==> src/rtl/plt_pkg.sv <==
package plt_pkg;

    localparam int CMD_W   = 3;
    localparam int POS_W   = 7;
    localparam int VALUE_W = 32;
    localparam int COUNT_W = 8;

    localparam int S_TDATA_W = 48;
    localparam int M_TDATA_W = 48;

    typedef enum logic [CMD_W-1:0] {
        OP_GET    = 3'd0,
        OP_LOCATE = 3'd1,
        OP_INSERT = 3'd2,
        OP_DELETE = 3'd3,
        OP_REMOVE = 3'd4
    } t_op;

    typedef enum logic [1:0] {
        S_IDLE,
        S_SETUP,
        S_RUN,
        S_FINISH
    } t_state;

    // controller to datapath
    typedef struct packed {
        logic load;
        logic start;
        logic step;
        logic finish;
    } t_ctl_cmd;

    // datapath to controller
    typedef struct packed {
        logic walk_done;
        logic walk_busy;
    } t_ctl_stat;

endpackage

==> src/rtl/plt_ctrl.sv <==
module plt_ctrl
    import plt_pkg::*;
(
    input  logic      i_clk,
    input  logic      i_rst_n,
    input  logic      i_s_tvalid,
    output logic      o_s_tready,
    output logic      o_m_tvalid,
    input  logic      i_m_tready,
    input  t_ctl_stat i_stat,
    output t_ctl_cmd  o_cmd
);

    t_state r_state, n_state;
    logic   r_out_valid, n_out_valid;
    logic   w_out_free;

    assign w_out_free = !r_out_valid || i_m_tready;

    always_comb begin
        n_state = r_state;
        case (r_state)
            S_IDLE: begin
                if (i_s_tvalid) n_state = S_SETUP;
            end
            S_SETUP: n_state = S_RUN;
            S_RUN: begin
                if (i_stat.walk_done) n_state = S_FINISH;
            end
            S_FINISH: begin
                if (w_out_free) n_state = S_IDLE;
            end
            default: n_state = S_IDLE;
        endcase
    end

    always_comb begin
        o_cmd       = '0;
        o_s_tready  = 1'b0;
        n_out_valid = r_out_valid && !i_m_tready;
        case (r_state)
            S_IDLE: begin
                o_s_tready = 1'b1;
                o_cmd.load = i_s_tvalid;
            end
            S_SETUP: o_cmd.start = 1'b1;
            S_RUN:   o_cmd.step  = 1'b1;
            S_FINISH: begin
                o_cmd.finish = w_out_free;
                if (w_out_free) n_out_valid = 1'b1;
            end
            default: o_cmd = '0;
        endcase
    end

    always_ff @(posedge i_clk) begin
        if (!i_rst_n) begin
            r_state     <= S_IDLE;
            r_out_valid <= 1'b0;
        end else begin
            r_state     <= n_state;
            r_out_valid <= n_out_valid;
        end
    end

    assign o_m_tvalid = r_out_valid;

    a_valid_from_finish: assert property (@(posedge i_clk) disable iff (!i_rst_n)
        $rose(r_out_valid) |-> $past(r_state == S_FINISH))
        else $error("result appeared outside finish");

    a_idle_after_walk: assert property (@(posedge i_clk) disable iff (!i_rst_n)
        (r_state == S_IDLE) |-> !i_stat.walk_busy)
        else $error("walk still active while idle");

    a_finish_drains: assert property (@(posedge i_clk) disable iff (!i_rst_n)
        (r_state == S_FINISH && w_out_free) |=> (r_out_valid && r_state == S_IDLE))
        else $error("finished command did not post its result");

endmodule

==> src/rtl/plt_dpath.sv <==
module plt_dpath
    import plt_pkg::*;
#(
    parameter int DEPTH      = 128,
    parameter int ELEM_WIDTH = 32
) (
    input  logic               i_clk,
    input  logic               i_rst_n,
    input  t_ctl_cmd           i_cmd,
    output t_ctl_stat          o_stat,
    input  logic [CMD_W-1:0]   i_cmd_code,
    input  logic [POS_W-1:0]   i_position,
    input  logic [VALUE_W-1:0] i_value,
    output logic               o_status,
    output logic [VALUE_W-1:0] o_read_value,
    output logic [POS_W-1:0]   o_found_position,
    output logic [COUNT_W-1:0] o_entry_count
);

    localparam int AW = (DEPTH > 1) ? $clog2(DEPTH) : 1;
    localparam int CW = $clog2(DEPTH + 1);
    localparam int XW = ((CW > POS_W) ? CW : POS_W) + 1;

    logic [ELEM_WIDTH-1:0] mem [DEPTH];

    t_op                   r_op;
    logic [POS_W-1:0]      r_pos;
    logic [ELEM_WIDTH-1:0] r_val;
    logic [CW-1:0]         r_count, n_count;
    logic [AW-1:0]         r_addr;
    logic [CW-1:0]         r_left;
    logic                  r_up;
    logic                  r_pv;
    logic [AW-1:0]         r_paddr;
    logic [ELEM_WIDTH-1:0] r_rdata;
    logic [CW-1:0]         r_wptr;
    logic                  r_ok;
    logic [AW-1:0]         r_fpos;
    logic [ELEM_WIDTH-1:0] r_rd;

    logic [XW-1:0] w_pos_x, w_cnt_x, w_depth_x;
    logic          w_issue;
    logic          w_we;
    logic [AW-1:0] w_waddr;
    logic [ELEM_WIDTH-1:0] w_wdata;
    logic          w_match;
    logic signed [63:0] w_wide;

    assign w_pos_x   = XW'(r_pos);
    assign w_cnt_x   = XW'(r_count);
    assign w_depth_x = XW'(DEPTH);
    assign w_issue   = i_cmd.step && (r_left != '0);
    assign w_match   = (r_rdata == r_val);

    assign o_stat.walk_done = (r_left == '0) && !r_pv;
    assign o_stat.walk_busy = (r_left != '0) || r_pv;

    // one write port: shifted or compacted entries during the walk, the new value at finish
    always_comb begin
        w_we    = 1'b0;
        w_waddr = r_paddr;
        w_wdata = r_rdata;
        if (r_pv) begin
            case (r_op)
                OP_INSERT: begin
                    w_we    = 1'b1;
                    w_waddr = r_paddr + AW'(1);
                end
                OP_DELETE: begin
                    w_we    = 1'b1;
                    w_waddr = r_paddr - AW'(1);
                end
                OP_REMOVE: begin
                    w_we    = !w_match;
                    w_waddr = r_wptr[AW-1:0];
                end
                default: w_we = 1'b0;
            endcase
        end else if (i_cmd.finish && r_op == OP_INSERT && r_ok) begin
            w_we    = 1'b1;
            w_waddr = w_pos_x[AW-1:0];
            w_wdata = r_val;
        end
    end

    always_comb begin
        n_count = r_count;
        if (r_ok) begin
            case (r_op)
                OP_INSERT: n_count = r_count + CW'(1);
                OP_DELETE: n_count = r_count - CW'(1);
                OP_REMOVE: n_count = r_wptr;
                default:   n_count = r_count;
            endcase
        end
    end

    always_ff @(posedge i_clk) begin
        if (w_we) mem[w_waddr] <= w_wdata;
        if (w_issue) r_rdata <= mem[r_addr];
    end

    always_ff @(posedge i_clk) begin
        if (i_cmd.load) begin
            r_op  <= t_op'(i_cmd_code);
            r_pos <= i_position;
            r_val <= ELEM_WIDTH'(i_value);
        end
        if (i_cmd.start) begin
            r_wptr <= '0;
            r_rd   <= '0;
            r_fpos <= '0;
            case (r_op)
                OP_GET: begin
                    r_ok   <= w_pos_x < w_cnt_x;
                    r_up   <= 1'b1;
                    r_addr <= w_pos_x[AW-1:0];
                end
                OP_LOCATE: begin
                    r_ok   <= 1'b0;
                    r_up   <= 1'b1;
                    r_addr <= '0;
                end
                OP_INSERT: begin
                    r_ok   <= (w_pos_x <= w_cnt_x) && (w_cnt_x < w_depth_x);
                    r_up   <= 1'b0;
                    r_addr <= AW'(w_cnt_x - XW'(1));
                end
                OP_DELETE: begin
                    r_ok   <= w_pos_x < w_cnt_x;
                    r_up   <= 1'b1;
                    r_addr <= AW'(w_pos_x + XW'(1));
                end
                OP_REMOVE: begin
                    r_ok   <= 1'b1;
                    r_up   <= 1'b1;
                    r_addr <= '0;
                end
                default: begin
                    r_ok   <= 1'b0;
                    r_up   <= 1'b1;
                    r_addr <= '0;
                end
            endcase
        end
        if (w_issue) begin
            r_paddr <= r_addr;
            r_addr  <= r_up ? r_addr + AW'(1) : r_addr - AW'(1);
        end
        if (r_pv) begin
            case (r_op)
                OP_GET: r_rd <= r_rdata;
                OP_LOCATE: begin
                    if (!r_ok && w_match) begin
                        r_ok   <= 1'b1;
                        r_fpos <= r_paddr;
                    end
                end
                OP_REMOVE: begin
                    if (!w_match) r_wptr <= r_wptr + CW'(1);
                end
                default: r_rd <= r_rd;
            endcase
        end
        if (i_cmd.finish) begin
            o_status         <= !r_ok;
            o_read_value     <= (r_op == OP_GET && r_ok) ? w_wide[VALUE_W-1:0] : '0;
            o_found_position <= (r_op == OP_LOCATE && r_ok) ? POS_W'(r_fpos) : '0;
            o_entry_count    <= COUNT_W'(n_count);
        end
    end

    assign w_wide = 64'($signed(r_rd));

    // control state of the walk
    always_ff @(posedge i_clk) begin
        if (!i_rst_n) begin
            r_count <= '0;
            r_left  <= '0;
            r_pv    <= 1'b0;
        end else begin
            r_pv <= w_issue;
            if (i_cmd.start) begin
                case (r_op)
                    OP_GET:    r_left <= (w_pos_x < w_cnt_x) ? CW'(1) : '0;
                    OP_LOCATE: r_left <= r_count;
                    OP_INSERT: r_left <= ((w_pos_x <= w_cnt_x) && (w_cnt_x < w_depth_x))
                                         ? CW'(w_cnt_x - w_pos_x) : '0;
                    OP_DELETE: r_left <= (w_pos_x < w_cnt_x)
                                         ? CW'(w_cnt_x - w_pos_x - XW'(1)) : '0;
                    OP_REMOVE: r_left <= r_count;
                    default:   r_left <= '0;
                endcase
            end else if (w_issue) begin
                r_left <= r_left - CW'(1);
            end
            if (i_cmd.finish) r_count <= n_count;
        end
    end

    a_count_bound: assert property (@(posedge i_clk) disable iff (!i_rst_n)
        XW'(r_count) <= w_depth_x)
        else $error("fill count beyond depth");

    a_compact_behind: assert property (@(posedge i_clk) disable iff (!i_rst_n)
        (r_pv && r_op == OP_REMOVE) |-> (r_wptr <= CW'(r_paddr)))
        else $error("remove-all write pointer passed read pointer");

    a_no_write_at_finish_walk: assert property (@(posedge i_clk) disable iff (!i_rst_n)
        i_cmd.finish |-> !r_pv && (r_left == '0))
        else $error("finish while walk still in flight");

endmodule

==> src/rtl/positional_list_table.sv <==
// positional list table: ordered list of up to DEPTH signed words with a fill count
// slave channel (s_axis): one command per transaction, tdata holds cmd, position, value
//   cmd: get, locate, insert, delete at position, remove all equal to value
// master channel (m_axis): exactly one result transaction per command, tdata holds
//   status, read_value, found_position, entry_count
// one command at a time; a command walks the list through a memory with one read
//   and one write port, one entry per cycle
// s_tready returns in the cycle the result is posted, so the sustained rate
//   is set by the entry walk
// the result sits in an output register; s_tready returns while it waits, and a
//   following command runs its walk and then holds until m_tready frees the register
// reset (synchronous, active low) empties the list; the memory keeps no valid bits,
//   entries past the fill count are never read
module positional_list_table
    import plt_pkg::*;
#(
    parameter int DEPTH      = 128,
    parameter int ELEM_WIDTH = 32
) (
    input  logic                 i_clk,
    input  logic                 i_rst_n,
    input  logic                 s_axis_tvalid,
    output logic                 s_axis_tready,
    input  logic [S_TDATA_W-1:0] s_axis_tdata,  // cmd[2:0], position[9:3], value[41:10]
    output logic                 m_axis_tvalid,
    input  logic                 m_axis_tready,
    output logic [M_TDATA_W-1:0] m_axis_tdata   // status[0], read_value[32:1],
                                                // found_position[39:33], entry_count[47:40]
);

    t_ctl_cmd  w_cmd;
    t_ctl_stat w_stat;

    logic               w_status;
    logic [VALUE_W-1:0] w_read_value;
    logic [POS_W-1:0]   w_found_position;
    logic [COUNT_W-1:0] w_entry_count;

    plt_ctrl u_ctrl (
        .i_clk      (i_clk),
        .i_rst_n    (i_rst_n),
        .i_s_tvalid (s_axis_tvalid),
        .o_s_tready (s_axis_tready),
        .o_m_tvalid (m_axis_tvalid),
        .i_m_tready (m_axis_tready),
        .i_stat     (w_stat),
        .o_cmd      (w_cmd)
    );

    plt_dpath #(
        .DEPTH      (DEPTH),
        .ELEM_WIDTH (ELEM_WIDTH)
    ) u_dpath (
        .i_clk            (i_clk),
        .i_rst_n          (i_rst_n),
        .i_cmd            (w_cmd),
        .o_stat           (w_stat),
        .i_cmd_code       (s_axis_tdata[CMD_W-1:0]),
        .i_position       (s_axis_tdata[CMD_W +: POS_W]),
        .i_value          (s_axis_tdata[CMD_W+POS_W +: VALUE_W]),
        .o_status         (w_status),
        .o_read_value     (w_read_value),
        .o_found_position (w_found_position),
        .o_entry_count    (w_entry_count)
    );

    assign m_axis_tdata = {w_entry_count, w_found_position, w_read_value, w_status};

endmodule

==> config.mk <==
export PLATFORM = sky130hd
export DESIGN_NAME = positional_list_table
export DESIGN_NICKNAME = d
export VERILOG_FILES = /design/src/rtl/plt_pkg.sv /design/src/rtl/plt_ctrl.sv /design/src/rtl/plt_dpath.sv /design/src/rtl/positional_list_table.sv
export SDC_FILE = /design/constraint.sdc
export NUM_CORES = 2
export LEC_CHECK = 0
export BUFFER_PORTS_ARGS = -buffer_cell sky130_fd_sc_hd__buf_2
export CORE_UTILIZATION = 60
export CTS_CLUSTER_DIAMETER = 50
export DETAILED_ROUTE_END_ITERATION = 16
export HOLD_SLACK_MARGIN = 0.06
export PLACE_DENSITY = 0.76
export SLEW_MARGIN = 20
export SYNTH_ARGS = -nofsm -noshare
export SYNTH_HDL_FRONTEND = slang
export SYNTH_SLANG_ARGS = --single-unit
==> constraint.sdc <==
create_clock -name i_clk -period 6.2 [get_ports i_clk]
set_input_delay 0.93 -clock i_clk [delete_from_list [all_inputs] [get_ports i_clk]]
set_output_delay 0.93 -clock i_clk [all_outputs]
set_load 0.01 [all_outputs]
==> flow_metrics.py <==
metrics = {
    "worst_setup_path": {
        "reg2regPathDepth": 7,
        "cp_common_cell": "buf_4",
        "crit-reg2reg-launch": "u_dpath.r_op[2]$_DFFE_PP_",
        "cp-start-kind": "flop",
        "path_buf_inv": 2,
        "cp.arrival_ns": 6.04,
        "critical-path-top-delay-family": "simple AND/OR/NAND/NOR gates",
        "endpoint": "u_dpath.mem[70][26]$_DFFE_PP_",
        "crit_path_top_delay_cell": "nor3b_2",
        "path_class": "reg2reg",
        "max_stage_delay_ns": 0.89,
        "r2r_slack_ns": 0.77,
        "r2r-end": "u_dpath.mem[70][26]$_DFFE_PP_",
        "startpoint": "u_dpath.r_op[2]$_DFFE_PP_",
        "critPathMaxFanout": 27,
        "cp_cell_sequence": "buf_4 -> nor3b_2 -> o211ai_1 -> a21oi_1 -> nand3_2 -> nor2_4 -> buf_4",
        "end_kind": "flop",
        "cp.depth": 7,
        "critical_path_required_ns": 6.81,
    },
    "routing": {
        "dr.pass1.iters": 7,
        "drt_iter0_drc": 12800,
        "wl_um": 441000,
        "drc": 0,
        "antenna_left": 1,
        "num_vias": 82900,
        "via_per_inst": 6.96,
        "wl_per_cell_um": 37.0,
    },
    "logic_synthesis": {
        "synth.yosys.warnings": 0,
        "syn-cell-area_um2": 167000,
        "synth_edf_count": 4265,
        "yosysUniqueCellTypes": 84,
        "avgSynthCellArea_um2": 22.7,
        "ys_seq_elements": 4301,
        "netlist_instances": 7350,
        "synth_nets": 7428,
        "synth_ff_type": "edfxtp_1",
        "synth.yosys.seq_area_share": 0.773,
        "async_flop_share": 0,
    },
    "clock_tree": {
        "cts_made_buffers": 431,
        "cts_sinks": 4301,
        "cts_setup_buffers": 0,
        "cts_tree": "yes",
        "cts_root_buf": "clkbuf_16",
        "cts-resized-gates": 0,
        "clk-insertion-delay-late_ns": 0.97,
        "clk_path_buf_depth": 4,
        "clk_pin_slew_ns": 0.06,
        "ctsHtreeMaxLevel": 5,
        "cts_hold_buf": 0,
    },
    "global_route": {
        "grtUsageTotal": 0.317,
        "grt_antenna_before_repair": 35,
        "grt-ovfl-total": 0,
        "grt_start_max_net_pins": 112,
        "grt_pass1_wl_um": 616000,
        "grt_pass1_vias": 83100,
    },
    "floorplanning": {
        "num_io_pins": 102,
        "fp-row-count": 193,
        "start_util": 0.603,
        "core-area_um2": 276000,
        "die_x_um": 529,
        "die_h_um": 529,
        "die_area_um2": 280000,
    },
    "sta": {
        "drv_slew": 0,
        "period_share": 0.876,
        "setup_tns_ns": 0,
        "fmax_mhz": 184,
        "relSlewSlack": 0.184,
        "setup_ws_ns": 0.768,
        "fin_worst_skew_ns": 0.0458,
        "rsz0062_at_grt": "no",
        "tightest_slew_ns": 1.21,
        "fin_crit_ns": 5.43,
        "finalSetupViolCount": 0,
        "hold_violations": 0,
    },
    "run": {
        "maxCapViolCount": 0,
    },
    "cells_and_area": {
        "multi_input_area_um2": 37200,
        "nFillCells": 16300,
        "layout.cells.non_filler": 11900,
        "final_util": 0.683,
        "drive_gt1_frac": 0.296,
        "syn_to_final_growth_pct": 13.4,
        "final_common_cell": "edfxtp_1",
        "regArea_um2": 129000,
        "fin_nets": 7908,
        "final_cell_mix": "4265 x edfxtp_1, 1120 x mux4_2, 434 x clkbuf_16, 361 x mux2i_1, 300 x buf_4",
    },
    "outcome": {
        "violations": "antenna violations",
        "status": "complete, but fails checks",
    },
    "place": {
        "post-place-ws_ns": 1.11,
        "portBuffers": 95,
        "hpwl_um": 246000,
        "globalplace.congestion": 0.968,
        "place_inst": 11100,
    },
    "pwr": {
        "power_leakage_uw": 0.0594,
        "powerDensity_nw_per_um2": 450,
        "vdd_drop_max_mv": 0.497,
    },
    "hold_path": {
        "hold_class": "in2reg",
    },
}
through the flow:
step | hold WS (ns) | power (uW) | instance area [um^2]
final | 0.160 | 84900 | 189000
after detailed placement | 0.459 | 58900 | 174000
after floorplan | 0.440 | 50300 | 167000
after CTS | 0.106 | 84700 | 188000
after global routing | 0.143 | 86900 | 189000
after global placement | 0.460 | 58400 | 174000
layer usage:
metal  part of all wire  up-vias  track usage
li1                   -    32300            -
met1               0.35    43500        0.431
met2               0.47     6025        0.491
met3               0.12     1059       0.0641
met4              0.063       16        0.174
met5            0.00026        -            0
final cells by class:
type	count	share of cell area
flip-flops and latches	4301	0.682
clock inverters	284	0.0153
multi-input cells	2620	0.197
repair buffers	450	0.0208
clock buffers	511	0.0591
inverters	26	0.000517
well taps	3705	0.0246
diodes	18	0.000239
logic make-up after synthesis:
kind of cell    synth area share
mux                        0.175
flops                      0.773
xor+xnor                 0.00337
fa+ha+maj                0.00204
compound gates            0.0191
buf+inv                   0.0107
simple gates              0.0159
flip-flops by register name (all words and copies together) (netlist names), 3 cells and up:
register,cells
u_dpath.r_val,32
u_dpath.r_op,3
u_dpath.r_pos,7
u_dpath.r_fpos,7
u_dpath.o_entry_count,8
u_dpath.r_wptr,8
u_dpath.r_left,8
u_dpath.r_rdata,32
u_dpath.mem,4096
u_dpath.r_count,8
u_dpath.o_read_value,32
u_dpath.r_rd,32
u_dpath.r_paddr,7
u_dpath.o_found_position,7
u_dpath.r_addr,7
power by group:
part	internal, uW	switching [uW]
Combinational	9780	14600
Clock	14700	11200
Sequential	34200	387
Total	58600	26200
cell usage after synthesis, types with 43 or more instances:
| cell type | number | area, um^2 |
|---|---|---|
| mux4_2 | 1120 | 25200 |
| and2_1 | 48 | 300 |
| edfxtp_1 | 4265 | 128000 |
| mux2i_1 | 361 | 3610 |
| nor2_1 | 167 | 627 |
| o22ai_1 | 141 | 882 |
| nor4_1 | 43 | 269 |
| nand2_1 | 144 | 541 |
| clkbuf_1 | 234 | 878 |
| o211ai_1 | 72 | 541 |
| buf_2 | 99 | 495 |
| buf_1 | 62 | 233 |
| o21ai_0 | 78 | 390 |
| a21oi_1 | 45 | 225 |
how the worst min path moves through the flow:
stage                              start                           to  slack, ns  cells past startpoint
2_1_floorplan  u_dpath.r_fpos[0]$_DFF_P_    u_dpath.r_fpos[0]$_DFF_P_       0.44                      2
3_3_place_gp   u_dpath.r_fpos[6]$_DFF_P_    u_dpath.r_fpos[6]$_DFF_P_       0.46                      2
5_1_grt                 s_axis_tdata[41]  u_dpath.r_val[31]$_DFFE_PP_       0.14                      1
6_report                s_axis_tdata[41]  u_dpath.r_val[31]$_DFFE_PP_       0.16                      1
4_1_cts                 s_axis_tdata[41]  u_dpath.r_val[31]$_DFFE_PP_       0.11                      1
3_5_place_dp   u_dpath.r_fpos[0]$_DFF_P_    u_dpath.r_fpos[0]$_DFF_P_       0.46                      2
No activity file was read; power rests on OpenSTA's default activity.
